[src/sv/assert_macros.svh]
// Assertion macros shared by the job picker RTL.
`ifndef ASSERT_MACROS_SVH
`define ASSERT_MACROS_SVH

// Same-cycle implication, checked outside reset.
`define DJP_ASSERT_SAME(lbl, ante, cons) \
  lbl: assert property (@(posedge clk) disable iff (!rst_n) (ante) |-> (cons)) \
    else $error("djp: same-cycle check failed");

// Next-cycle implication, checked outside reset.
`define DJP_ASSERT_NEXT(lbl, ante, cons) \
  lbl: assert property (@(posedge clk) disable iff (!rst_n) (ante) |=> (cons)) \
    else $error("djp: next-cycle check failed");

`endif

[src/sv/djp_pkg.sv]
// Types and constants of the dependency-aware job picker.
package djp_pkg;

  localparam int MODE_W   = 3;
  localparam int THREAD_W = 3;
  localparam int JOB_W    = 4;
  localparam int SLOT_W   = 4;
  localparam int MASK_W   = 16;
  localparam int LEN_W    = 5;
  localparam int JIU_W    = 5;
  localparam int CFG_W    = 32;
  localparam int PADDR_W  = 3;

  localparam logic [MODE_W-1:0] MODE_LOAD = 3'd0;
  localparam logic [MODE_W-1:0] MODE_SLOT = 3'd1;
  localparam logic [MODE_W-1:0] MODE_LEN  = 3'd2;
  localparam logic [MODE_W-1:0] MODE_DONE = 3'd3;
  localparam logic [MODE_W-1:0] MODE_REQ  = 3'd4;

  localparam logic [JIU_W-1:0] JIU_RESET = 5'd16;
  localparam logic             REG_JIU   = 1'b0;

  typedef struct packed {
    logic [MODE_W-1:0]   mode;
    logic [THREAD_W-1:0] thread;
    logic [JOB_W-1:0]    job;
    logic [SLOT_W-1:0]   slot;
    logic [MASK_W-1:0]   prereq_mask;
    logic [LEN_W-1:0]    list_length;
  } in_t;

  typedef struct packed {
    logic             found;
    logic [JOB_W-1:0] next_job;
    logic             has_pending;
  } out_t;

endpackage

[src/sv/dependency_aware_job_picker_unit.sv]
// Top level of the dependency-aware job picker: control, walk pipeline, registers.
//
//  channel  ports                                  direction  beat taken when
//  -------  -------------------------------------  ---------  -------------------------
//  input    start, busy, in_data                   in         start && !busy
//  result   out_valid, out_data                    out        every out_valid cycle
//  config   psel penable pwrite paddr pwdata ...   in/out     psel&&penable&&pwrite
//
// Load, slot write, length and mark-done items never raise busy; their result beat
//   shows in the next cycle.
// A request holds busy until its walk has drained: the walk reads one list entry
//   per cycle from the list memory, then that job's mask from the mask memory; the
//   mask check is the third stage.
// Reset (rst_n low, synchronous) clears done bits, list lengths, mask valid bits and
//   jobs_in_use (to 16); no clearing pass is needed. List slots stay undefined.
// The receiver cannot stall: each result is strobed on out_valid for exactly one cycle.
`include "assert_macros.svh"

module dependency_aware_job_picker_unit #(
  parameter int MAX_JOBS    = 16,
  parameter int MAX_THREADS = 8,
  parameter int MAX_LIST    = 16
) (
  input  logic                        clk,
  input  logic                        rst_n,
  // input channel
  input  logic                        start,
  input  djp_pkg::in_t                in_data,
  output logic                        busy,
  // result channel
  output logic                        out_valid,
  output djp_pkg::out_t               out_data,
  // configuration port
  input  logic                        psel,
  input  logic                        penable,
  input  logic                        pwrite,
  input  logic [djp_pkg::PADDR_W-1:0] paddr,
  input  logic [djp_pkg::CFG_W-1:0]   pwdata,
  output logic [djp_pkg::CFG_W-1:0]   prdata,
  output logic                        pready
);

  localparam int JW = (MAX_JOBS > 1) ? $clog2(MAX_JOBS) : 1;
  localparam int TW = (MAX_THREADS > 1) ? $clog2(MAX_THREADS) : 1;
  localparam int SW = (MAX_LIST > 1) ? $clog2(MAX_LIST) : 1;
  localparam int LW = $clog2(MAX_LIST + 1);
  localparam int MW = djp_pkg::MASK_W;

  // ---------------------------------------------------------------------------
  // Registers
  // ---------------------------------------------------------------------------
  logic [djp_pkg::JIU_W-1:0] jiu_r;
  logic [MAX_JOBS-1:0]       done_r;
  logic [LW-1:0]             len_arr_r [MAX_THREADS];

  logic                      busy_r;
  logic [TW-1:0]             thr_r;
  logic [LW-1:0]             len_r;
  logic [LW-1:0]             idx_r;
  logic [MW-1:0]             cm_r;
  logic                      s1_v_r;
  logic                      s2_v_r;
  logic [djp_pkg::JOB_W-1:0] s2_job_r;
  logic                      s2_jok_r;
  logic                      found_r;
  logic [djp_pkg::JOB_W-1:0] next_r;
  logic                      pend_r;
  logic                      out_valid_r;
  djp_pkg::out_t             out_r;

  // ---------------------------------------------------------------------------
  // Input decode
  // ---------------------------------------------------------------------------
  logic          accept;
  logic          thr_ok;
  logic          job_ok;
  logic          slot_ok;
  logic [LW-1:0] len_sat;
  logic          is_load, is_slot, is_len, is_done, is_req;

  assign accept  = start && !busy_r;
  assign thr_ok  = int'(in_data.thread) < MAX_THREADS;
  assign job_ok  = int'(in_data.job) < MAX_JOBS;
  assign slot_ok = int'(in_data.slot) < MAX_LIST;
  assign len_sat = LW'((int'(in_data.list_length) > MAX_LIST) ? MAX_LIST
                                                              : int'(in_data.list_length));

  always_comb begin
    is_load = 1'b0;
    is_slot = 1'b0;
    is_len  = 1'b0;
    is_done = 1'b0;
    is_req  = 1'b0;
    unique case (in_data.mode)
      djp_pkg::MODE_LOAD: is_load = 1'b1;
      djp_pkg::MODE_SLOT: is_slot = 1'b1;
      djp_pkg::MODE_LEN:  is_len  = 1'b1;
      djp_pkg::MODE_DONE: is_done = 1'b1;
      djp_pkg::MODE_REQ:  is_req  = 1'b1;
      default: ;
    endcase
  end

  // Check mask: low min(jobs_in_use, MAX_JOBS) prerequisite bits.
  logic [MW-1:0] cm_nxt;
  int            cm_n;
  always_comb begin
    cm_n = (int'(jiu_r) > MAX_JOBS) ? MAX_JOBS : int'(jiu_r);
    for (int k = 0; k < MW; k++) begin
      cm_nxt[k] = (k < cm_n);
    end
  end

  // ---------------------------------------------------------------------------
  // Walk pipeline: stage 0 reads the list, stage 1 reads the mask,
  // stage 2 checks the job.
  // ---------------------------------------------------------------------------
  logic                      issue;
  logic                      finish;
  logic [djp_pkg::JOB_W-1:0] list_rdata;
  logic                      list_jok;
  logic [JW-1:0]             mask_raddr;
  logic [MW-1:0]             mask_rdata;
  logic [MW-1:0]             done_w;
  logic                      live;
  logic                      blocked;

  assign issue    = busy_r && (idx_r < len_r);
  assign finish   = busy_r && !issue && !s1_v_r && !s2_v_r;
  assign list_jok = int'(list_rdata) < MAX_JOBS;

  // read the mask of the job just read from the list; entry 0 when out of range
  assign mask_raddr = list_jok ? JW'(list_rdata) : '0;

  // done bits seen at the mask width; bits past MAX_JOBS are masked off anyway
  always_comb begin
    done_w = '0;
    for (int k = 0; k < MW; k++) begin
      if (k < MAX_JOBS) begin
        done_w[k] = done_r[k];
      end
    end
  end

  assign live    = s2_jok_r && !done_r[JW'(s2_job_r)];
  assign blocked = |(mask_rdata & cm_r & ~done_w);

  djp_list_mem #(
    .MAX_THREADS (MAX_THREADS),
    .MAX_LIST    (MAX_LIST)
  ) u_list_mem (
    .clk   (clk),
    .we    (accept && is_slot && thr_ok && slot_ok),
    .wthr  (TW'(in_data.thread)),
    .wslot (SW'(in_data.slot)),
    .wdata (in_data.job),
    .rthr  (thr_r),
    .rslot (idx_r[SW-1:0]),
    .rdata (list_rdata)
  );

  djp_mask_mem #(
    .MAX_JOBS (MAX_JOBS)
  ) u_mask_mem (
    .clk   (clk),
    .rst_n (rst_n),
    .we    (accept && is_load && job_ok),
    .waddr (JW'(in_data.job)),
    .wdata (in_data.prereq_mask),
    .raddr (mask_raddr),
    .rdata (mask_rdata)
  );

  // ---------------------------------------------------------------------------
  // Sequencing
  // ---------------------------------------------------------------------------
  always_ff @(posedge clk) begin
    if (!rst_n) begin
      jiu_r       <= djp_pkg::JIU_RESET;
      done_r      <= '0;
      busy_r      <= 1'b0;
      s1_v_r      <= 1'b0;
      s2_v_r      <= 1'b0;
      out_valid_r <= 1'b0;
      idx_r       <= '0;
      len_r       <= '0;
      found_r     <= 1'b0;
      pend_r      <= 1'b0;
      next_r      <= '0;
      for (int t = 0; t < MAX_THREADS; t++) begin
        len_arr_r[t] <= '0;
      end
    end else begin
      // every other item answers all zero in the next cycle; a request
      // answers once its walk has drained
      out_valid_r <= (accept && !is_req) || finish;

      if (psel && penable && pwrite && (paddr[2] == djp_pkg::REG_JIU)) begin
        jiu_r <= pwdata[djp_pkg::JIU_W-1:0];
      end

      if (accept) begin
        if (is_len && thr_ok) begin
          len_arr_r[TW'(in_data.thread)] <= len_sat;
        end
        if (is_done && job_ok) begin
          done_r[JW'(in_data.job)] <= 1'b1;
        end
        if (is_req) begin
          busy_r  <= 1'b1;
          idx_r   <= '0;
          len_r   <= thr_ok ? len_arr_r[TW'(in_data.thread)] : '0;
          found_r <= 1'b0;
          pend_r  <= 1'b0;
          next_r  <= '0;
        end
      end

      if (issue) begin
        idx_r <= idx_r + LW'(1);
      end
      s1_v_r <= issue;
      s2_v_r <= s1_v_r;

      if (s2_v_r && live) begin
        pend_r <= 1'b1;
        if (!found_r && !blocked) begin
          found_r <= 1'b1;
          next_r  <= s2_job_r;
        end
      end

      if (finish) begin
        busy_r <= 1'b0;
      end
    end
  end

  // payload registers
  always_ff @(posedge clk) begin
    if (accept && is_req) begin
      thr_r <= thr_ok ? TW'(in_data.thread) : '0;
      cm_r  <= cm_nxt;
    end
    s2_job_r <= list_rdata;
    s2_jok_r <= list_jok;
    if (accept && !is_req) begin
      out_r <= '0;
    end else if (finish) begin
      out_r.found       <= found_r;
      out_r.next_job    <= next_r;
      out_r.has_pending <= pend_r;
    end
  end

  // ---------------------------------------------------------------------------
  // Ports
  // ---------------------------------------------------------------------------
  assign busy      = busy_r;
  assign out_valid = out_valid_r;
  assign out_data  = out_r;
  assign pready    = 1'b1;
  assign prdata    = (paddr[2] == djp_pkg::REG_JIU)
                     ? {{(djp_pkg::CFG_W - djp_pkg::JIU_W){1'b0}}, jiu_r}
                     : '0;

  // ---------------------------------------------------------------------------
  // Assertions
  // ---------------------------------------------------------------------------
  `DJP_ASSERT_SAME(a_no_beat_while_busy, out_valid_r, !busy_r)
  `DJP_ASSERT_SAME(a_pipe_inside_walk, s1_v_r || s2_v_r, busy_r)
  `DJP_ASSERT_SAME(a_idx_in_bounds, busy_r, idx_r <= len_r)
  `DJP_ASSERT_SAME(a_found_is_pending, out_valid_r && out_r.found, out_r.has_pending)
  `DJP_ASSERT_NEXT(a_short_item_beat, accept && !is_req, out_valid_r)

endmodule

[src/sv/djp_list_mem.sv]
// Per-thread job list memory, one write and one registered read port.
module djp_list_mem #(
  parameter int  MAX_THREADS = 8,
  parameter int  MAX_LIST    = 16,
  localparam int TW          = (MAX_THREADS > 1) ? $clog2(MAX_THREADS) : 1,
  localparam int SW          = (MAX_LIST > 1) ? $clog2(MAX_LIST) : 1
) (
  input  logic                       clk,
  input  logic                       we,
  input  logic [TW-1:0]              wthr,
  input  logic [SW-1:0]              wslot,
  input  logic [djp_pkg::JOB_W-1:0]  wdata,
  input  logic [TW-1:0]              rthr,
  input  logic [SW-1:0]              rslot,
  output logic [djp_pkg::JOB_W-1:0]  rdata
);

  logic [djp_pkg::JOB_W-1:0] mem [MAX_THREADS][MAX_LIST];
  logic [djp_pkg::JOB_W-1:0] rdata_r;

  always_ff @(posedge clk) begin
    if (we) begin
      mem[wthr][wslot] <= wdata;
    end
    rdata_r <= mem[rthr][rslot];
  end

  assign rdata = rdata_r;

endmodule

[src/sv/djp_mask_mem.sv]
// Prerequisite mask memory; per-entry valid bits give the all-zero reset.
module djp_mask_mem #(
  parameter int  MAX_JOBS = 16,
  localparam int JW       = (MAX_JOBS > 1) ? $clog2(MAX_JOBS) : 1
) (
  input  logic                       clk,
  input  logic                       rst_n,
  input  logic                       we,
  input  logic [JW-1:0]              waddr,
  input  logic [djp_pkg::MASK_W-1:0] wdata,
  input  logic [JW-1:0]              raddr,
  output logic [djp_pkg::MASK_W-1:0] rdata
);

  logic [djp_pkg::MASK_W-1:0] mem [MAX_JOBS];
  logic [MAX_JOBS-1:0]        vld_r;
  logic [djp_pkg::MASK_W-1:0] rdata_r;
  logic                       rvld_r;

  always_ff @(posedge clk) begin
    if (we) begin
      mem[waddr] <= wdata;
    end
    rdata_r <= mem[raddr];
  end

  always_ff @(posedge clk) begin
    if (!rst_n) begin
      vld_r  <= '0;
      rvld_r <= 1'b0;
    end else begin
      if (we) begin
        vld_r[waddr] <= 1'b1;
      end
      rvld_r <= vld_r[raddr];
    end
  end

  // unwritten entry reads as zero
  assign rdata = rvld_r ? rdata_r : '0;

endmodule

[config.mk]
export PLATFORM = sky130hd
export DESIGN_NAME = dependency_aware_job_picker_unit
export DESIGN_NICKNAME = d
export VERILOG_FILES = /design/src/sv/djp_pkg.sv /design/src/sv/dependency_aware_job_picker_unit.sv /design/src/sv/djp_list_mem.sv /design/src/sv/djp_mask_mem.sv
export VERILOG_INCLUDE_DIRS = /design/src /design/src/sv
export SDC_FILE = /design/constraint.sdc
export NUM_CORES = 1
export LEC_CHECK = 0
export BUFFER_PORTS_ARGS = -buffer_cell sky130_fd_sc_hd__buf_4
export CAP_MARGIN = 10
export CELL_PAD_IN_SITES_DETAIL_PLACEMENT = 1
export CELL_PAD_IN_SITES_GLOBAL_PLACEMENT = 2
export CORE_MARGIN = 3
export CORE_UTILIZATION = 54
export CTS_BUF_LIST = sky130_fd_sc_hd__clkbuf_4 sky130_fd_sc_hd__clkbuf_8
export CTS_CLUSTER_SIZE = 28
export DETAILED_ROUTE_END_ITERATION = 8
export PLACE_DENSITY = 0.9
export RECOVER_POWER = 50
export SYNTH_ARGS = -nofsm -noshare
export SYNTH_HDL_FRONTEND = slang
export SYNTH_SLANG_ARGS = --single-unit
[constraint.sdc]
create_clock -name clk -period 8.2 [get_ports clk]
set_input_delay 1.23 -clock clk [delete_from_list [all_inputs] [get_ports clk]]
set_output_delay 1.23 -clock clk [all_outputs]
set_load 0.01 [all_outputs]
-- Yosys cells after proc, flatten, opt, wreduce, memory -nomap -nowiden
Memory sizes are Yosys's and may differ from the RTL's. A register that Yosys moved wholly into a read port is not among the register bits.
Cells that the tools add are included.
- memories: 3
- word-level logic and storage cells: 147
- register bits after elaboration: 86
- RAM bits: 808
- bits of input ports: 76
- bitwise logic cells: 9
- reduce and logical (&&, ||, !) cells: 38
- $lt $le $gt $ge: 26
- equal/unequal tests: 4
- $add $sub $neg: 1
- muxes and demuxes: 47
- memories (memory ; words ; width ; read ports ; clocked after memory_dff ; write ports ; line ; RTL):
    u_list_mem.mem ; 8 ; 64 ; 1 ; 1 ; 1 ; djp_list_mem.sv:18 ; logic [djp_pkg::JOB_W-1:0] mem [MAX_THREADS][MAX_LIST];
    u_mask_mem.mem ; 16 ; 16 ; 1 ; 1 ; 1 ; djp_mask_mem.sv:15 ; logic [djp_pkg::MASK_W-1:0] mem [MAX_JOBS];
    len_arr_r ; 8 ; 5 ; 1 ; 1 ; 8 ; dependency_aware_job_picker_unit.sv:54 ; logic [LW-1:0] len_arr_r [MAX_THREADS];
- operator list (kind ; count):
    two-way mux 64 bit ; 1
    < comparator 4 x 5 -> 1 bit, first input constant ; 8
    two-way mux 5 bit ; 7
    AND 16 bit ; 2
    OR 16 bit ; 2
    two-way mux 4 bit ; 7
    two-way mux 1 bit ; 24
    < comparator 3 x 5 -> 1 bit, first input constant ; 4
    binary-select mux 4 bit (select 4 bit) ; 1
    demux 4 bit (select 4 bit) ; 1
    logical AND 1 bit ; 16
    two-way mux 16 bit ; 1
    NOT 16 bit ; 1
    OR reduction 16 bit ; 1
    < comparator 4 x 5 -> 1 bit, second input constant ; 3
    greater-or-equal comparator 5 bit, second input constant ; 2
    greater-than comparator 5 bit, second input constant ; 2
    < comparator 1 x 5 -> 1 bit, first input constant ; 2
    < comparator 2 x 5 -> 1 bit, first input constant ; 2
    NOT 4 -> 5 bit ; 2
    logical NOT 1 bit ; 9
    binary-select mux 1 bit (select 4 bit) ; 2
    AND reduction 2 bit ; 4
    nonzero test 2 bit ; 4
    14 further kinds ; 17

-- Depth between registers and ports, before layout
- word-level depth: 8
- gate-level depth with buffers: 9
- depth with buffers taken out: 8

-- By module
Synthesis repeated with hierarchy kept, for this count alone.
- cells, all modules: 1870
- area, all modules: 35977.0 um2
- by module, submodules not included (module ; times used ; area each (um2) ; cells each):
    djp_list_mem ; 1 ; 20150.6 ; 900
    djp_mask_mem ; 1 ; 10820.4 ; 502
    dependency_aware_job_picker_unit ; 1 ; 5006.1 ; 468

-- Worst setup path before layout
No wires, ideal clock.
- kind: input to register
- from: in in_data[34] (netlist name)
- to: mem u_mask_mem.mem[1][0] (netlist name) (enable)
- setup time: 0.412 ns
- cell stages on the path: 4
- arrival time: 3.090 ns
- path slack: 4.698 ns
- path buffers: 0
- cell sequence: nor3b_1 > and2_1 > nand3b_1 > nor3_1
- word-level cells in the longest chain between the ends: 5
- RTL lines (element ; line ; RTL):
    start, declared ; dependency_aware_job_picker_unit.sv:28 ; input djp_pkg::in_t in_data,
    logical NOT 3 bit ; dependency_aware_job_picker_unit.sv:94 ; unique case (in_data.mode)
    two-way mux 1 bit ; dependency_aware_job_picker_unit.sv:94 ;
    logical AND 1 bit ; dependency_aware_job_picker_unit.sv:167 ; .we (accept && is_load && job_ok),
    two-way mux 1 bit ; djp_mask_mem.sv:21 ; if (we) begin
    two-way mux 1 bit (implied by the code) ; djp_mask_mem.sv:22 ; mem[waddr] <= wdata;
    end, declared ; djp_mask_mem.sv:15 ;
No other way between the ends.

-- Worst setup path in the final report
- from: reg u_list_mem.rdata_r (netlist bit u_list_mem.rdata[1])
- to: reg u_mask_mem.rvld_r
- word-level cells in the longest chain between the ends: 2
- RTL lines (element ; line ; RTL):
    start, declared ; djp_list_mem.sv:19 ; logic [djp_pkg::JOB_W-1:0] rdata_r;
    start signal, assigned ; djp_list_mem.sv:25 ; rdata_r <= mem[rthr][rslot];
    binary-select mux 1 bit (select 4 bit) ; djp_mask_mem.sv:35 ; rvld_r <= vld_r[raddr];
    two-way mux 1 bit (implied by the code) ; djp_mask_mem.sv:35 ;
    end signal, assigned ; djp_mask_mem.sv:35 ;
    end, declared ; djp_mask_mem.sv:18 ; logic rvld_r;
No other way between the ends. The select of a mux whose other input is x is not followed.
A chain may end at the register's enable or synchronous reset.

==> metrics <==
final hold vios 0; Post-Route Skew 0.0458 ns; ys async rst share 0%; first-pass GRT wire length 129000 µm; Area Overhead vs Synth 11.2%; port bufs 59; CTS Sinks 918; RSZ-0062 raised after global routing no; Syn Inst Count 1932; vias post-DR 18662; Synth area leaders edfxtp_1 (69%), mux4_2 (13%), dfxtp_1 (5.1%); Top cell by count, worst path mux4_2; Routed Antenna Nets 0; Die ar. 69900 µm²; commonest non-fill, non-tap cell in the layout edfxtp_1; clk_lat worst skew 0.80 ns; slew at the pin with the worst max-slew slack 4.39 ns; Mean Syn Cell Area 18.7 µm²; Post-synth EDFFs 827; Die W 264 µm; Synth area leader edfxtp_1; Iter 0 DRT Violations 1969; Clock Tree Buf Depth 3; # hold bufs at CTS 0; drt via density 6.09; worst-path cell chain clkbuf_1 > mux4_2 > mux4_2 > and2_1; Yosys reg bits 918; layout cells sized above 1 25.8%; Buf/Inv on CP 1; launch point of the worst hold path thr_r[2]; top-area cell type share of the netlist area 68.9%; final period utilization 58.5%; f_max 209 MHz; CTS tree done; IO Pins 117; largest net degree at the start of global routing 103; crit path launch u_list_mem.rdata[1]; crit end category flip-flop; CP startpoint kind flip-flop; post-CTS setup buffer count 0; GRT overflow 0; final setup violation count 0; Net count, final 2154; Cell variety after synth 54; starting density of the core 54.7%; vias in the first global route 20235; Max IR drop VDD 0.000184 V; DRC Markers 0; Row Count 94; max incr delay on CP 3.10 ns; Routed wire per std cell 27.8 µm; root buffer cell clkbuf_8; total iterations of the first detailed-routing run 7; clock transition at the registers of the reported paths 0.06 ns; initial antenna violation count 1; Slew Limit Headroom -193%; Routed WL 85100 µm; register area share after synthesis 73.9%; hold crit path type flip-flop to flip-flop; Die Ht 264 µm; DPL Wire Length 51100 µm; yosys synthesis warning count 0; failing checks max-capacitance violations, max-slew violations; WP data arrival 5.48 ns; core area 66000 µm²; status finished with violations; most frequent cells in the layout edfxtp_1 (827), nor2_1 (237), mux4_2 (212); kind of critical path flip-flop to flip-flop; Final Critical Period 4.79 ns; total CTS buffers 146; setup TNS 0 ns; Final Max Slew Viols 363; H-tree levels 4; post-cts resize count 0; top cell family by delay on the critical path buffers and inverters; total power divided by cell area 237 nW/µm²; Required @ worst endpoint 8.89 ns; Final Util 60.8%; GP Congestion 0.786; Lkg Pwr 13.0 nW; Slowest-stage cell, CP clkbuf_1; Synth Flop Type edfxtp_1; total track usage 24.9%; Cell Area, Synth 36100 µm²; crit-path max FO 68; Max Cap Violations 8; RR Startpoint u_list_mem.rdata[1]
==> layout make-up <==
cell class / instances / area, µm²
clock inverter: 65 / 433
timing repair buffer: 98 / 647
inverter: 9 / 33.8
sequential: 918 / 26700
antenna: 1 / 2.50
fill: 5687 / 25900
tap: 864 / 1080
clock buffer: 207 / 2530
multi-input combinational: 900 / 8720
==> logic make-up after synthesis <==
kind of cell / after synthesis / share of synthesized area [%]
compound gates: 141 / 2.78
buf+inv: 140 / 2.30
other cells: 2 / 0.0208
fa+ha+maj: 5 / 0.173
flops: 918 / 73.9
simple gates: 450 / 5.53
mux: 276 / 15.3
==> worst paths after layout <==
| path | endpoint | cells after the start | slack (ns) |
|---|---|---|---|
| setup / recovery | u_mask_mem.rvld_r | 4 | 3.41 |
| hold / removal | flip-flop | 2 | 0.46 |
| setup reg to reg | u_mask_mem.rvld_r | 4 | 3.41 |
| hold reg to reg | flip-flop | 2 | 0.46 |
==> layer usage <==
metal / GRT usage, % / vias to the layer above / share of wire, %
li1: - / 7972 / -
met1: 33.0 / 9789 / 39
met2: 42.1 / 758 / 52
met3: 4.91 / 143 / 6.5
met4: 8.54 / 0 / 2.5
met5: 0 / - / 0
==> flip-flops by register name, indices dropped and copies added, names as in the netlist, 3 cells and up, named ones only <==
register	flops
u_mask_mem.rdata_r	16
out_data	6
done_r	16
cm_r	16
next_r	4
u_mask_mem.mem	256
idx_r	5
jiu_r	5
len_arr_r	40
u_list_mem.mem	512
thr_r	3
u_list_mem.rdata	4
len_r	5
u_mask_mem.vld_r	16
s2_job_r	4
==> worst register-to-register path: cells and delay by family (launching register included) <==
family	cells	cell delay (ns)
mux	2	1.04
buf+inv	1	3.10
flops	1	0.38
simple gates	1	0.17
==> synth_stat cells, types with 6 or more instances <==
cell type  instances
dfxtp_1           91
nor2b_1           12
inv_1              7
nand3b_1          13
nor3_1            12
mux2i_1           50
a21o_1             6
o22ai_1            8
buf_2             22
a221oi_1          26
nand2b_1          12
and3_1            10
mux2_2             9
buf_1              9
buf_12             6
nand3_1           23
clkbuf_1          55
nand2_1           84
a21oi_1           26
and2_1            10
o21ai_0           22
a31oi_1           11
edfxtp_1         827
a22o_1            14
a22oi_1            9
nor2_1           249
mux4_2           212
buf_4             31
==> power breakdown <==
part           total [mW]  switching, mW  internal [mW]
Sequential           5.17         0.0432           5.13
Clock                3.89           1.83           2.06
Combinational       0.427          0.248          0.179
Total                9.49           2.12           7.37
==> stage by stage <==
step | setup WS [ns] | instances | hold slack, ns | power, mW | instance area [µm²]
CTS | 4.43 | 3060 | 0.458 | 9.57 | 40200
global route | 3.27 | 3062 | 0.458 | 9.82 | 40100
detailed placement | 4.28 | 2788 | 0.444 | 5.69 | 37200
floorplan | 4.70 | 1958 | 0.329 | 5.52 | 36200
global placement | 4.38 | 2788 | 0.439 | 5.67 | 37200
finish | 3.41 | 3062 | 0.457 | 9.49 | 40100
No activity file was read; power rests on OpenSTA's default activity.
